===== src/rtl/assert_macros.svh =====
// Assertion macros shared by the record parser modules.
`ifndef ASSERT_MACROS_SVH
`define ASSERT_MACROS_SVH

// Check a property on every rising clock edge while out of reset.
`define ASSERT_CLK(lbl, prop, msg) \
	lbl: assert property (@(posedge clk) disable iff (!arst_n) prop) else $error(msg);

// Check that a condition never holds while out of reset.
`define ASSERT_NEVER(lbl, cond, msg) \
	lbl: assert property (@(posedge clk) disable iff (!arst_n) !(cond)) else $error(msg);

`endif


===== src/rtl/ihex_pkg.sv =====
// Types and constants shared by the record parser modules.
package ihex_pkg;

	localparam logic [7:0] CHAR_COLON       = 8'h3a;
	localparam logic [7:0] SIG_HI           = 8'hc0;
	localparam logic [7:0] SIG_LO           = 8'hde;
	localparam logic [7:0] TYPE_EXT_LINEAR  = 8'h04;
	localparam logic [7:0] TYPE_BLOCK_START = 8'h0a;

	localparam logic [1:0] ST_FAIL    = 2'd0;
	localparam logic [1:0] ST_OK      = 2'd1;
	localparam logic [1:0] ST_BAD_SIG = 2'd2;

	// Event passed from the character front end to the record back end.
	typedef struct packed {
		logic       eol;
		logic       has_byte;
		logic [7:0] value;
	} ihex_evt_t;

	// Output word, last field in the lowest bits.
	typedef struct packed {
		logic [5:0]  pad;
		logic [1:0]  status;
		logic [15:0] section_number;
		logic [31:0] full_address;
		logic [7:0]  record_type;
		logic [15:0] record_offset;
		logic [7:0]  record_count;
		logic [7:0]  byte_index;
		logic [7:0]  data_byte;
	} ihex_out_t;

endpackage


===== src/rtl/ihex_front.sv =====
// Character front end: finds the colon, pairs hex digits into bytes.
`include "assert_macros.svh"

module ihex_front #(
	parameter int MAX_RECORD_BYTES = 261
) (
	input  logic                clk,
	input  logic                arst_n,
	input  logic                in_valid,
	output logic                in_ready,
	input  logic [7:0]          char_in,
	input  logic                end_of_line,
	input  logic                q_full,
	output logic                push,
	output ihex_pkg::ihex_evt_t evt
);
	import ihex_pkg::*;

	localparam int CW = $clog2(MAX_RECORD_BYTES + 1);

	typedef enum logic [1:0] {SEEK, READ, HOLD} phase_t;

	phase_t        phase_q;
	logic [3:0]    hi_q;
	logic          pend_q;
	logic [CW-1:0] cnt_q;

	logic       is_hex;
	logic [3:0] dig;
	logic       accept;
	logic       byte_done;

	always_comb begin
		is_hex = 1'b1;
		dig    = 4'd0;
		if (char_in >= 8'h30 && char_in <= 8'h39) begin
			dig = 4'(char_in - 8'h30);
		end else if (char_in >= 8'h41 && char_in <= 8'h46) begin
			dig = 4'(char_in - 8'h37);
		end else if (char_in >= 8'h61 && char_in <= 8'h66) begin
			dig = 4'(char_in - 8'h57);
		end else begin
			is_hex = 1'b0;
		end
	end

	assign in_ready     = !q_full;
	assign accept       = in_valid && in_ready;
	assign byte_done    = (phase_q == READ) && is_hex && pend_q;
	assign evt.eol      = end_of_line;
	assign evt.has_byte = byte_done;
	assign evt.value    = {hi_q, dig};
	assign push         = accept && (byte_done || end_of_line);

	always_ff @(posedge clk or negedge arst_n) begin
		if (!arst_n) begin
			phase_q <= SEEK;
			hi_q    <= 4'd0;
			pend_q  <= 1'b0;
			cnt_q   <= '0;
		end else if (accept) begin
			if (end_of_line) begin
				// line ends: start over for the next record
				phase_q <= SEEK;
				hi_q    <= 4'd0;
				pend_q  <= 1'b0;
				cnt_q   <= '0;
			end else begin
				case (phase_q)
					SEEK: begin
						if (char_in == CHAR_COLON) begin
							phase_q <= READ;
						end else if (char_in == 8'h00) begin
							phase_q <= HOLD;
						end
					end
					READ: begin
						if (!is_hex) begin
							phase_q <= HOLD;
							pend_q  <= 1'b0;
						end else if (!pend_q) begin
							hi_q   <= dig;
							pend_q <= 1'b1;
						end else begin
							pend_q <= 1'b0;
							cnt_q  <= cnt_q + CW'(1);
							if (cnt_q == CW'(MAX_RECORD_BYTES - 1)) begin
								phase_q <= HOLD;
							end
						end
					end
					default: phase_q <= HOLD;
				endcase
			end
		end
	end

	`ASSERT_CLK(a_pend_only_reading, (phase_q != READ) |-> !pend_q, "nibble pending outside read")
	`ASSERT_CLK(a_limit_holds, (cnt_q == CW'(MAX_RECORD_BYTES)) |-> (phase_q != READ), "byte limit passed")
	`ASSERT_NEVER(a_push_full, push && q_full, "push into full queue")

endmodule


===== src/rtl/ihex_fifo.sv =====
// Two-entry queue between the front end and the back end.
`include "assert_macros.svh"

module ihex_fifo (
	input  logic                clk,
	input  logic                arst_n,
	input  logic                push,
	input  ihex_pkg::ihex_evt_t wr_evt,
	output logic                full,
	input  logic                pop,
	output logic                empty,
	output ihex_pkg::ihex_evt_t rd_evt
);
	import ihex_pkg::*;

	ihex_evt_t  mem_q [2];
	logic       wr_ptr_q;
	logic       rd_ptr_q;
	logic [1:0] count_q;
	logic       do_push;
	logic       do_pop;

	assign full    = (count_q == 2'd2);
	assign empty   = (count_q == 2'd0);
	assign do_push = push && !full;
	assign do_pop  = pop && !empty;
	assign rd_evt  = mem_q[rd_ptr_q];

	always_ff @(posedge clk) begin
		if (do_push) begin
			mem_q[wr_ptr_q] <= wr_evt;
		end
	end

	always_ff @(posedge clk or negedge arst_n) begin
		if (!arst_n) begin
			wr_ptr_q <= 1'b0;
			rd_ptr_q <= 1'b0;
			count_q  <= 2'd0;
		end else begin
			if (do_push) wr_ptr_q <= !wr_ptr_q;
			if (do_pop)  rd_ptr_q <= !rd_ptr_q;
			count_q <= count_q + {1'b0, do_push} - {1'b0, do_pop};
		end
	end

	`ASSERT_NEVER(a_count_range, count_q == 2'd3, "queue count beyond depth")
	`ASSERT_CLK(a_ptr_track, (count_q == 2'd0 || count_q == 2'd2) |-> (wr_ptr_q == rd_ptr_q),
		"pointers disagree with count")

endmodule


===== src/rtl/ihex_back.sv =====
// Record back end: checksum, header capture, payload and summary words.
`include "assert_macros.svh"

module ihex_back #(
	parameter int MAX_RECORD_BYTES = 261
) (
	input  logic                clk,
	input  logic                arst_n,
	input  logic                empty,
	input  ihex_pkg::ihex_evt_t evt,
	output logic                pop,
	output logic                out_valid,
	input  logic                out_ready,
	output logic                out_kind,
	output ihex_pkg::ihex_out_t out_word
);
	import ihex_pkg::*;

	localparam int CW = $clog2(MAX_RECORD_BYTES + 1);
	localparam int IW = (CW > 8) ? CW : 8;

	logic [CW-1:0] cnt_q;
	logic [7:0]    sum_q;
	logic [7:0]    hdr_q  [4];
	logic [7:0]    lead_q [4];
	logic [31:0]   base_q;
	logic [15:0]   sec_q;
	logic          valid_q;
	logic          kind_q;
	ihex_out_t     word_q;

	logic [7:0]    hdr_n  [4];
	logic [7:0]    lead_n [4];
	logic [7:0]    sum_n;
	logic [31:0]   base_n;
	logic [15:0]   sec_n;
	logic [1:0]    st_n;
	logic [15:0]   off_n;
	logic [IW-1:0] idx;
	logic          payload;
	ihex_out_t     word_n;

	assign pop = !empty && (!valid_q || out_ready);

	always_comb begin
		for (int i = 0; i < 4; i++) begin
			hdr_n[i]  = hdr_q[i];
			lead_n[i] = lead_q[i];
		end
		if (evt.has_byte && cnt_q < CW'(4)) begin
			hdr_n[cnt_q[1:0]] = evt.value;
		end else if (evt.has_byte && cnt_q < CW'(8)) begin
			lead_n[cnt_q[1:0]] = evt.value;
		end
		sum_n   = sum_q + (evt.has_byte ? evt.value : 8'd0);
		idx     = IW'(cnt_q) - IW'(4);
		payload = evt.has_byte && (cnt_q >= CW'(4)) && (idx < IW'(hdr_q[0]));
		off_n   = {hdr_n[1], hdr_n[2]};
		base_n  = base_q;
		sec_n   = sec_q;
		st_n    = ST_FAIL;
		if ((evt.has_byte || cnt_q != '0) && sum_n == 8'd0) begin
			st_n = ST_OK;
			if (hdr_n[3] == TYPE_EXT_LINEAR) begin
				base_n = {lead_n[0], lead_n[1], 16'h0000};
			end else if (hdr_n[3] == TYPE_BLOCK_START) begin
				if (lead_n[2] == SIG_HI && lead_n[3] == SIG_LO) begin
					sec_n = {lead_n[0], lead_n[1]};
				end else begin
					st_n = ST_BAD_SIG;
				end
			end
		end
		word_n = '0;
		if (evt.eol) begin
			word_n.record_count   = hdr_n[0];
			word_n.record_offset  = off_n;
			word_n.record_type    = hdr_n[3];
			word_n.full_address   = base_n + {16'h0000, off_n};
			word_n.section_number = sec_n;
			word_n.status         = st_n;
		end else begin
			word_n.data_byte  = evt.value;
			word_n.byte_index = idx[7:0];
		end
	end

	always_ff @(posedge clk or negedge arst_n) begin
		if (!arst_n) begin
			cnt_q   <= '0;
			sum_q   <= 8'd0;
			base_q  <= 32'd0;
			sec_q   <= 16'd0;
			valid_q <= 1'b0;
			kind_q  <= 1'b0;
			for (int i = 0; i < 4; i++) begin
				hdr_q[i]  <= 8'd0;
				lead_q[i] <= 8'd0;
			end
		end else begin
			if (pop) begin
				valid_q <= evt.eol || payload;
				kind_q  <= evt.eol;
				if (evt.eol) begin
					// record closed: keep address state, clear the rest
					cnt_q  <= '0;
					sum_q  <= 8'd0;
					base_q <= base_n;
					sec_q  <= sec_n;
					for (int i = 0; i < 4; i++) begin
						hdr_q[i]  <= 8'd0;
						lead_q[i] <= 8'd0;
					end
				end else begin
					if (evt.has_byte) cnt_q <= cnt_q + CW'(1);
					sum_q <= sum_n;
					for (int i = 0; i < 4; i++) begin
						hdr_q[i]  <= hdr_n[i];
						lead_q[i] <= lead_n[i];
					end
				end
			end else if (valid_q && out_ready) begin
				valid_q <= 1'b0;
			end
		end
	end

	always_ff @(posedge clk) begin
		if (pop) begin
			word_q <= word_n;
		end
	end

	assign out_valid = valid_q;
	assign out_kind  = kind_q;
	assign out_word  = word_q;

	`ASSERT_NEVER(a_status_code, valid_q && kind_q && word_q.status != ST_FAIL &&
		word_q.status != ST_OK && word_q.status != ST_BAD_SIG, "summary with unknown status")
	`ASSERT_CLK(a_pay_in_count, (valid_q && !kind_q) |-> (word_q.byte_index < hdr_q[0]),
		"payload index beyond record count")
	`ASSERT_CLK(a_eol_clears, (pop && evt.eol) |=> (cnt_q == '0 && sum_q == 8'd0),
		"record state not cleared after line end")

endmodule


===== src/rtl/intel_hex_record_parser_unit.sv =====
// Top level of the Intel HEX record parser: front end, queue, back end.
//
//  Channel  Dir  Handshake              Contents
//  s_axis   in   s_axis_tvalid/tready   tdata: char_in; tlast: end_of_line
//  m_axis   out  m_axis_tvalid/tready   tdata: record fields; tuser: kind
//
// One character is taken per cycle while the queue is not full; the front end
// writes the queue on the accepting edge, and the back end loads the output
// register from the queue once that register is free.
// The back end's record update and address add sit in one stage, which sets
// the rate at one word a cycle while m_axis is ready.
// Reset clears all parse, checksum and address state at once; no sweep.
// A stalled m_axis fills the two-entry queue, after which s_axis_tready drops.
module intel_hex_record_parser_unit #(
	parameter int MAX_RECORD_BYTES = 261
) (
	input  logic         clk,
	input  logic         arst_n,
	input  logic         s_axis_tvalid,
	output logic         s_axis_tready,
	input  logic [7:0]   s_axis_tdata,  // [7:0] char_in
	input  logic         s_axis_tlast,
	output logic         m_axis_tvalid,
	input  logic         m_axis_tready,
	// [7:0] data_byte, [15:8] byte_index, [23:16] record_count,
	// [39:24] record_offset, [47:40] record_type, [79:48] full_address,
	// [95:80] section_number, [97:96] status, [103:98] zero
	output logic [103:0] m_axis_tdata,
	output logic         m_axis_tuser   // [0] kind
);
	import ihex_pkg::*;

	ihex_evt_t push_evt;
	ihex_evt_t pop_evt;
	ihex_out_t word;
	logic      push;
	logic      pop;
	logic      q_full;
	logic      q_empty;

	ihex_front #(
		.MAX_RECORD_BYTES(MAX_RECORD_BYTES)
	) u_front (
		.clk        (clk),
		.arst_n     (arst_n),
		.in_valid   (s_axis_tvalid),
		.in_ready   (s_axis_tready),
		.char_in    (s_axis_tdata),
		.end_of_line(s_axis_tlast),
		.q_full     (q_full),
		.push       (push),
		.evt        (push_evt)
	);

	ihex_fifo u_fifo (
		.clk   (clk),
		.arst_n(arst_n),
		.push  (push),
		.wr_evt(push_evt),
		.full  (q_full),
		.pop   (pop),
		.empty (q_empty),
		.rd_evt(pop_evt)
	);

	ihex_back #(
		.MAX_RECORD_BYTES(MAX_RECORD_BYTES)
	) u_back (
		.clk      (clk),
		.arst_n   (arst_n),
		.empty    (q_empty),
		.evt      (pop_evt),
		.pop      (pop),
		.out_valid(m_axis_tvalid),
		.out_ready(m_axis_tready),
		.out_kind (m_axis_tuser),
		.out_word (word)
	);

	assign m_axis_tdata = word;

endmodule

===== config.mk =====
export PLATFORM = sky130hd
export DESIGN_NAME = intel_hex_record_parser_unit
export DESIGN_NICKNAME = d
export VERILOG_FILES = /design/src/rtl/ihex_pkg.sv /design/src/rtl/ihex_front.sv /design/src/rtl/ihex_fifo.sv /design/src/rtl/ihex_back.sv /design/src/rtl/intel_hex_record_parser_unit.sv
export VERILOG_INCLUDE_DIRS = /design/src /design/src/rtl
export SDC_FILE = /design/constraint.sdc
export NUM_CORES = 1
export LEC_CHECK = 0
export BUFFER_PORTS_ARGS = -buffer_cell sky130_fd_sc_hd__buf_2
export CAP_MARGIN = 0
export CORE_MARGIN = 5
export CORE_UTILIZATION = 46
export CTS_CLUSTER_SIZE = 30
export DETAILED_ROUTE_END_ITERATION = 6
export GPL_TIMING_DRIVEN = 0
export PLACE_DENSITY = 0.76
export RECOVER_POWER = 100
export SYNTH_ARGS = -nofsm -noshare
export SYNTH_HDL_FRONTEND = slang
export SYNTH_SLANG_ARGS = --single-unit
export TNS_END_PERCENT = 30

===== constraint.sdc =====
create_clock -name clk -period 7.8 [get_ports clk]
set_input_delay 0.78 -clock clk [delete_from_list [all_inputs] [get_ports clk]]
set_output_delay 0.78 -clock clk [all_outputs]
set_load 0.02 [all_outputs]

==> flow_summary.yaml, run 1 <==
critical_path:
  cp-start-kind: "flip-flop"
  cp_slowest_cell: "fa_1"
  path_delay_family: "compound AO/OA/AOI/OAI gates"
  crit_path_max_fanout: 19
  cp_slowest_stage_delay_ns: 0.49
  path_buf_inv: 7
  crit_type: "reg2reg"
  endpoint_kind: "flip-flop"
  crit_required_ns: 8.13
  arrival_ns: 7.57
placed_design:
  port_buffers: 113
  dp_cells: 1833
  place_congestion: 0.948
  hpwl_um: 25700
  placed_cell_area_um2: 15000
  place_worst_setup_slack_ns: -0.231
route:
  wl_um: 36000
  vias: 10900
  drt_iter0_drc: 1210
  drtPass1Iterations: 7
  drcViolationCount: 1
  wl_per_cell_um: 19.1
  via_per_inst: 5.79
  final_antenna_net_count: 0
layout:
  final_util: 0.529
  final_cell_mix: "nor2_1 (165), clkbuf_1 (154), dfrtp_1 (151), nand2_1 (124), edfxtp_1 (118)"
  fin_area_um2: 15700
  layout_commonest_cell: "nor2_1"
  area_delta_synth_final_pct: 13.1
  drive_above_1_share: 0.0797
  final_nets: 1534
  antenna_cells: 0
  instances_no_fill: 1884
floorplanning:
  die_w_um: 184
  design.die.area_um2: 33800
  placeableCoreArea_um2: 29700
  rows: 63
  start_util: 0.467
  boundaryPins: 120
  die_y_um: 184
power:
  p_leak_nw: 6.69
  p_seq_frac: 0.398
  power.internal_mw: 3.13
  swShare: 0.405
  power_frac_comb: 0.364
  vdd.ir_drop.worst_mv: 0.204
  powerDensity_nw_per_um2: 335
  power_mw: 5.27
  pwr-share-clk: 0.238
  p_sw_mw: 2.13
logic_synthesis:
  synth_xor_area_frac: 0.0278
  synth-seq-cells: 269
  synth_top_cell_area_share: 0.272
  syn-cell-area_um2: 13900
  syn_avg_cell_area_um2: 10.5
  async_flop_share: 0.561
  ys_seq_area_frac: 0.527
  synth_adder_area_share: 0.0452
  synthMuxAreaShare: 0.0685
  ys.warnings.count: 0
  synth_edf_count: 118
  yosys.area.top_type: "dfrtp_1"
  ys_types: 76
  syn_inst: 1322
  ys_top_cells_by_area: "dfrtp_1 (27%), edfxtp_1 (26%), nor2_1 (4.5%), ha_1 (4.2%), nand2_1 (3.3%)"
  synthSimpleGateAreaFrac: 0.161
  synth-compound-area-share: 0.134
  synth_top_family_by_area: "simple AND/OR/NAND/NOR gates"
  synth-main-ff-cell: "dfrtp_1"
worst_hold_path:
  hp-class: "reg2reg"
sta:
  tightest_slew_ns: 4.81
  layout_min_cycle_time_ns: 7.25
  maxSlewViolCount: 274
  hold_viol_final: 0
  hold_slack_ns: 0.475
  clock_skew_ns: 0.00862
  finalSetupTns_ns: 0
  rsz0062_at_grt: "no"
  setup_ws_ns: 0.554
  setup_viol: 0
  relSlewSlack: -2.21
  post-route-period-util: 0.929
  max_freq_mhz: 138
status:
  status: "complete, but fails checks"
  violations: "DRC, capacitance limit, slew limit"
global_route:
  grt_pass1_wl_um: 56800
  grt_overflow_total: 0
  grt_antenna_before_repair: 0
  gr-usage-all-layers: 0.209
  grt_max_degree: 87
  grt_pass1_vias: 10500
clock_tree:
  cts_inserted_buffers: 28
  htreeDepth: 1
  post-cts-setup-buffer-count: 0
  clock_latency_ns: 0.54
  cts-hold-fix-buffers: 0
  clock-sinks: 269
  clkTransAtPathRegs_ns: 0.06
  clk_path_buf_depth: 3
  cts_root_buffer: "clkbuf_16"
  cts_tree: "built"
job:
  max_cap_violations: 5
-- state kept, by name, indices dropped and copies added, names as in the netlist --
signal,count
u_fifo.rd_ptr_q,1
u_back.out_word,98
u_back.out_valid,1
u_front.phase_q,2
u_back.sum_q,8
u_front.hi_q,4
u_back.cnt_q,9
u_back.lead_q,32
u_back.hdr_q,32
u_fifo.wr_ptr_q,1
u_front.cnt_q,9
u_back.out_kind,1
u_fifo.mem_q,20
u_back.sec_q,16
u_fifo.count_q,2
u_back.base_q,32
u_front.pend_q,1
-- cell type report --
class,count,area [µm²]
Fill cell,2632,14000
Clock buffer,34,744
Tap cell,390,488
Clock inverter,18,113
Inverter,53,199
Buffer,62,287
Timing Repair Buffer,116,452
Multi-Input combinational cell,942,6100
Sequential cell,269,7320
-- worst register-to-register path, delay by kind of cell, from the launching register on --
kind            cells  cell delay (ns)
simple gates        8             1.74
compound gates      7             2.00
buf+inv             7             1.79
flops               1             0.33
fa+ha+maj           2             0.84
mux                 1             0.31
-- synth_stat cells, types with 4 or more instances --
cell and count:
clkbuf_1 40, o31ai_1 10, o21ai_1 5, a22oi_1 5
mux2i_1 41, and3_1 10, or2_2 5, a21o_1 12
and4_1 5, or3_1 7, o211ai_1 5, o31a_1 6
mux2_2 38, nand2_1 123, o211a_1 4, nand4_1 15
nor3b_1 7, a22o_1 20, xnor2_1 25, nor2b_1 8
edfxtp_1 118, nand3_1 24, buf_2 5, o21a_1 10
ha_1 47, o21ai_0 89, nor2_1 165, a31oi_1 6
nor4_1 6, buf_4 12, and2_1 41, a211oi_1 15
buf_1 5, nor3_1 21, inv_1 53, a32o_1 7
a21oi_1 63, mux2_1 10, xor2_1 19, dfrtp_1 151
nand2b_1 7
-- metal layers --
metal / vias to the layer above / global-route usage / share of wire
met3: 96 / 0.0334 / 0.084
met4: 0 / 0.0763 / 0.039
li1: 5047 / - / -
met2: 523 / 0.346 / 0.47
met5: - / 0 / 0
met1: 5248 / 0.278 / 0.41
-- worst paths after layout --
path / from / endpoint / slack [ns] / depth (start not counted)
max in group asynchronous: arst_n / u_back.hdr_q[5] / 2.32 / 2
worst min register to register: u_back.base_q[14] / u_back.base_q[14] / 0.47 / 1
worst min-delay path: u_back.base_q[14] / u_back.base_q[14] / 0.47 / 1
min in group asynchronous: arst_n / u_back.sec_q[7] / 1.97 / 1
worst max-delay path: u_fifo.rd_ptr_q / u_back.out_word[78] / 0.55 / 25
worst max register to register: u_fifo.rd_ptr_q / u_back.out_word[78] / 0.55 / 25
-- timing repair --
item | 4_1_cts | 5_1_grt
endpoints found under the setup margin | 6 | 13
gates cloned | 0 | 0
pin swaps | 0 | 0
gates resized for setup | 3 | 7
-- power by group through the flow --
stage	clock network (mW)	registers, mW	logic (mW)
final	1.25	2.10	1.92
after global routing	1.34	2.14	2.07
after CTS	1.27	2.07	1.99
after detailed placement	0	2.09	1.98
after global placement	0	2.12	1.92
after floorplan	0	2.43	0.937
-- kinds of logic (layout without fill, tap and decap cells) --
kind of cell               after synthesis  count (layout)
AOI/OAI and AO/OA                      287             287
xor gates and xnor gates                44              44
adders and majority gates               49              49
buffers and inverters                  116             283
DFF                                    269             269
muxes                                   89              89
other                                    1               6
and+or+nand+nor                        467             467
No activity file was read; power rests on OpenSTA's default activity.
==> inputs of run 2 (changes only) <==
Settings changed: CELL_PAD_IN_SITES_DETAIL_PLACEMENT set to 0, CELL_PAD_IN_SITES_GLOBAL_PLACEMENT set to 1, PLACE_DENSITY 0.76 to 0.9.
==> run 2 against run 1 <==
The flow finishes with violations (capacitance limit, slew limit). Routed wire length up 0.69%. Clock-buffer cell count up 5. Cell area up 1.2%. Worst setup slack worse by 0.16 ns. Largest cell class unchanged. Largest power group unchanged. Highest routed layer unchanged.
==> flow_summary.yaml, run 2 (synthesis results as in run 1) <==
status:
  status: "complete, but fails checks"
  violations: "capacitance limit, slew limit"
sta:
  setup_viol: 0
  setup_ws_ns: 0.393
  finalSetupTns_ns: 0
  tightest_slew_ns: 5.12
  hold_slack_ns: 0.474
  relSlewSlack: -2.42
  post-route-period-util: 0.950
  clock_skew_ns: 0.0121
  layout_min_cycle_time_ns: 7.41
  rsz0062_at_grt: "no"
  max_freq_mhz: 135
  maxSlewViolCount: 222
  hold_viol_final: 0
placed_design:
  hpwl_um: 25500
  port_buffers: 113
  place_worst_setup_slack_ns: -0.450
  placed_cell_area_um2: 15000
  dp_cells: 1832
  place_congestion: 0.895
global_route:
  grt_overflow_total: 0
  grt_pass1_wl_um: 57200
  grt_pass1_vias: 10200
  gr-usage-all-layers: 0.211
  grt_antenna_before_repair: 0
  grt_max_degree: 92
clock_tree:
  htreeDepth: 1
  clock-sinks: 269
  cts_root_buffer: "clkbuf_16"
  clock_latency_ns: 0.55
  cts_inserted_buffers: 28
  clk_path_buf_depth: 3
  clkTransAtPathRegs_ns: 0.06
  cts_tree: "built"
  cts-hold-fix-buffers: 0
critical_path:
  arrival_ns: 7.77
  crit_path_max_fanout: 10
  cp-start-kind: "flip-flop"
  endpoint_kind: "flip-flop"
  crit_type: "reg2reg"
  crit_required_ns: 8.17
power:
  p_leak_nw: 6.76
  p_sw_mw: 2.14
  p_seq_frac: 0.385
  pwr-share-clk: 0.262
  power_mw: 5.44
  swShare: 0.394
  vdd.ir_drop.worst_mv: 0.178
  power_frac_comb: 0.353
  powerDensity_nw_per_um2: 342
  power.internal_mw: 3.30
route:
  final_antenna_net_count: 0
  drt_iter0_drc: 1012
  drcViolationCount: 0
  drtPass1Iterations: 5
  wl_um: 36200
  wl_per_cell_um: 19.2
  vias: 10700
  via_per_inst: 5.66
floorplanning:
  die_w_um: 184
  placeableCoreArea_um2: 29700
  design.die.area_um2: 33800
  rows: 63
  start_util: 0.467
  die_y_um: 184
  boundaryPins: 120
layout:
  final_cell_mix: "nor2_1 (165), clkbuf_1 (153), dfrtp_1 (151), nand2_1 (124), edfxtp_1 (118)"
  antenna_cells: 0
  drive_above_1_share: 0.0850
  final_nets: 1534
  final_util: 0.535
  area_delta_synth_final_pct: 14.4
  largest_reg_flops: 98
  instances_no_fill: 1884
  fin_area_um2: 15900
  layout_commonest_cell: "nor2_1"
job:
  max_cap_violations: 5
worst_hold_path:
  hp-class: "reg2reg"
[run 2: changes by cell type in the layout (fill, tap and decap cells not counted), sizes merged]
cell and change:
clkbuf +4, clkinv -10, bufinv +3, clkinvlp +1, inv +1, buf +1
[run 2: worst paths after layout]
path | cells after the start | end | startpoint | slack, ns
max | 25 | u_back.out_word[79] | u_fifo.rd_ptr_q | 0.39
min | 2 | u_back.lead_q[7] | u_back.lead_q[7] | 0.47
max reg2reg | 25 | u_back.out_word[79] | u_fifo.rd_ptr_q | 0.39
min reg2reg | 2 | u_back.lead_q[7] | u_back.lead_q[7] | 0.47
max in group asynchronous | 1 | u_back.cnt_q[7] | arst_n | 2.83
min in group asynchronous | 1 | u_back.sec_q[7] | arst_n | 2.09
[run 2: layer usage]
metal / up-vias / track usage / routed length [µm]
li1: 5048 / - / -
met1: 5154 / 0.293 / 15800
met2: 395 / 0.344 / 16900
met3: 65 / 0.0323 / 2540
met4: 0 / 0.0668 / 988
met5: - / 0 / 0
[run 2: critical path, stage by stage, from the launching register on]
cell and delay [ns]:
dfrtp_1 0.32, buf_4 0.16, buf_2 0.25, buf_2 0.30, buf_4 0.24, mux2i_1 0.34, clkbuf_4 0.34, nor2_1 0.10
fa_1 0.48, a211oi_1 0.42, nor2_1 0.10, a211o_1 0.33, nor4_4 0.36, nand3_1 0.27, buf_4 0.27, buf_2 0.23
clkbuf_2 0.22, and2_0 0.22, ha_1 0.38, nand3_1 0.12, o2111ai_1 0.36, a21oi_1 0.22, o21ai_1 0.34, o21ai_1 0.27
nor4_2 0.31, mux2i_1 0.29
[run 2: repair_timing]
action / in CTS / in global routing
endpoints found under the hold margin: 0 / 0
gates cloned: 0 / 0
setup endpoints to repair: 13 / 12
resized for setup: 6 / 10
buffers inserted: 0 / 0
[run 2: layout make-up]
cell class | count | area (µm²)
Multi-Input combinational cell | 942 | 6120
Clock inverter | 13 | 178
Sequential cell | 269 | 7320
Fill cell | 2645 | 13800
Clock buffer | 39 | 825
Timing Repair Buffer | 115 | 467
Inverter | 53 | 199
Buffer | 63 | 292
Tap cell | 390 | 488
[run 2: power by group through the flow]
| stage | clock, mW | sequential [mW] | combinational [mW] |
|---|---|---|---|
| floorplan | 0 | 2.43 | 0.937 |
| global placement | 0 | 2.12 | 1.93 |
| detailed placement | 0 | 2.08 | 1.98 |
| CTS | 1.45 | 2.06 | 2.00 |
| global route | 1.51 | 2.13 | 2.08 |
| finish | 1.43 | 2.09 | 1.92 |
==> inputs of run 3 (changes only) <==
--- a/config.mk
+++ b/config.mk
@@ -7,4 +7,5 @@
 export NUM_CORES = 1
 export LEC_CHECK = 0
+export ABC_AREA = 1
 export BUFFER_PORTS_ARGS = -buffer_cell sky130_fd_sc_hd__buf_2
 export CAP_MARGIN = 0
@@ -16,5 +17,5 @@
 export DETAILED_ROUTE_END_ITERATION = 6
 export GPL_TIMING_DRIVEN = 0
-export PLACE_DENSITY = 0.9
+export PLACE_DENSITY = 0.93
 export RECOVER_POWER = 100
 export SYNTH_ARGS = -nofsm -noshare
==> constraint.sdc (replaced) <==
create_clock -name clk -period 7.8 [get_ports clk]
set_input_delay 0.78 -clock clk [delete_from_list [all_inputs] [get_ports clk]]
set_output_delay 0.78 -clock clk [all_outputs]
set_load 0.01 [all_outputs]
==> run 3 against run 2 <==
The run still ends with capacitance limit, slew limit left. Via count rose by 4.4%. Cell area fell by 1.2%. First-iteration DRC count fell by 19%. Synthesized cell count rose by 23%. Sequential power rose by 5%. Final cell count rose by 16%. Register-to-register slack improved by 0.59 ns. Power rose by 7.1%. Combinational power rose by 20%. Maximum frequency rose by 8.7%. Sequential share of layout area rose by 0.54 points. Clock-buffer cell count fell by 6. Critical path type unchanged.
==> flow_summary.yaml, run 3 <==
critical_path:
  cp-endpoint: "u_back.out_word[76]"
  crit_type: "reg2reg"
  reg2reg_depth: 29
  timing.rr.start: "u_fifo.rd_ptr_q"
  arrival_ns: 7.11
  cp_slowest_cell: "o21ai_0"
  r2r_end: "u_back.out_word[76]"
  rrSetupSlack_ns: 0.98
  cpMostUsedCell: "nand2_1"
  cp-startpoint: "u_fifo.rd_ptr_q"
  cp_slowest_stage_delay_ns: 0.49
  crit_required_ns: 8.10
  cp-start-kind: "flip-flop"
  endpoint_kind: "flip-flop"
  crit_path_max_fanout: 10
route:
  wl_um: 34400
  wl_per_cell_um: 15.7
  vias: 11100
  final_antenna_net_count: 0
  drt_iter0_drc: 821
  via_per_inst: 5.08
  drcViolationCount: 0
  drtPass1Iterations: 5
clock_tree:
  post-cts-setup-buffer-count: 0
  cts-hold-fix-buffers: 0
  cts_tree: "built"
  clock-sinks: 269
  cts_resized: 0
  clk_path_buf_depth: 3
  clock_latency_ns: 0.54
  htreeDepth: 1
  clkTransAtPathRegs_ns: 0.06
  cts_inserted_buffers: 28
  cts_root_buffer: "clkbuf_16"
logic_synthesis:
  ys_seq_area_frac: 0.527
  yosysMostFrequentCell: "nand2_1"
  synth_edf_count: 118
  ys_top_cells_by_area: "dfrtp_1 (27%), edfxtp_1 (26%), nand2_1 (9.1%), inv_1 (7.6%), nor2_1 (4.5%)"
  syn_avg_cell_area_um2: 8.53
  ys_types: 47
  yosys.area.top_type: "dfrtp_1"
  ys.warnings.count: 0
  syn-cell-area_um2: 13900
  synth-main-ff-cell: "dfrtp_1"
  syn_inst: 1629
  synth-seq-cells: 269
  async_flop_share: 0.561
  synth_top_cell_area_share: 0.272
  netlist_top_cells_count: "nand2_1 (336), inv_1 (282), nor2_1 (167)"
layout:
  drive_above_1_share: 0.0605
  final_cell_mix: "nand2_1 (338), inv_1 (284), nor2_1 (171), clkbuf_1 (153), dfrtp_1 (151)"
  layout_commonest_cell: "nand2_1"
  antenna_cells: 0
  largest_reg_flops: 98
  final_nets: 1841
  area_delta_synth_final_pct: 13.1
global_route:
  grt_max_degree: 82
  grt_pass1_vias: 10900
  grt_pass1_wl_um: 56100
  grt_antenna_before_repair: 0
  grt_overflow_total: 0
  gr-usage-all-layers: 0.204
worst_hold_path:
  hold_path_depth: 2
  hp-class: "reg2reg"
floorplanning:
  start_util: 0.467
  boundaryPins: 120
  die_y_um: 184
  placeableCoreArea_um2: 29700
  design.die.area_um2: 33800
  rows: 63
  die_w_um: 184
sta:
  layout_min_cycle_time_ns: 6.82
  setup_viol: 0
  max_freq_mhz: 147
  hold_slack_ns: 0.464
  clock_skew_ns: 0.0145
  hold_viol_final: 0
  post-route-period-util: 0.874
  finalSetupTns_ns: 0
  maxSlewViolCount: 265
  tightest_slew_ns: 3.97
  relSlewSlack: -1.65
  rsz0062_at_grt: "no"
power:
  vdd.ir_drop.worst_mv: 0.271
  powerDensity_nw_per_um2: 371
  p_leak_nw: 7.35
placed_design:
  place_congestion: 0.878
  port_buffers: 113
  hpwl_um: 25000
job:
  max_cap_violations: 4
status:
  status: "complete, but fails checks"
  violations: "capacitance limit, slew limit"
## run 3: report_power, final
group	total (mW)	internal, mW	switching (mW)	leakage [nW]
Combinational	2.30	0.618	1.69	3.66
Sequential	2.19	2.04	0.147	3.26
Clock	1.33	0.777	0.555	0.438
Total	5.82	3.44	2.39	7.35
## run 3: final cells by class
class / count / area, µm²
Fill cell: 2807 / 14000
Sequential cell: 269 / 7320
Multi-Input combinational cell: 1011 / 5150
Inverter: 293 / 1100
Clock buffer: 33 / 741
Tap cell: 390 / 488
Timing Repair Buffer: 115 / 444
Buffer: 61 / 284
Clock inverter: 19 / 176
## run 3: cells by family after synthesis
kind of cell	Yosys count	share of synthesized area
AND/OR/NAND/NOR	649	0.200
other	1	0.000270
XOR/XNOR	11	0.00694
AO/OA/AOI/OAI	296	0.119
adder cells (fa/ha/maj)	49	0.0452
buffers and inverters	354	0.101
flip-flops	269	0.527
## run 3: critical path, delay by kind of cell, from the launching register on
family	cells	cell delay [ns]
adders and majority gates	3	1.00
AOI/OAI and AO/OA	4	1.50
and+or+nand+nor	15	2.20
DFF	1	0.37
xor gates and xnor gates	1	0.19
buffers and inverters	6	1.30
## run 3: worst min-delay path by stage
stage,start,endpoint,slack [ns]
finish,u_back.base_q[2],u_back.base_q[2],0.46
global route,u_front.hi_q[0],u_fifo.mem_q[0][4],0.49
CTS,arst_n,u_back.base_q[9],0.22
detailed placement,u_back.base_q[2],u_back.base_q[2],0.45
global placement,u_back.base_q[4],u_back.base_q[4],0.45
floorplan,u_back.base_q[0],u_back.base_q[0],0.44
## run 3: through the flow
step	power (mW)	instances	worst slack [ns]	cell area [µm²]	utilization
after detailed placement	4.59	2139	1.11	15000	0.506
after CTS	5.95	2191	1.06	15900	0.537
after global placement	4.56	2137	0.804	15000	0.504
after floorplan	3.74	1634	2.42	13900	-
after global routing	6.25	2191	0.216	15700	0.528
final	5.82	2191	0.985	15700	0.528
## run 3: per-layer routing
layer  routed length, µm  track usage  vias up
met5                   0            0        -
met4                 778       0.0464        0
met3                1980       0.0267       49
met2               15900        0.337      292
met1               15800        0.292     5230
li1                    -            -     5560
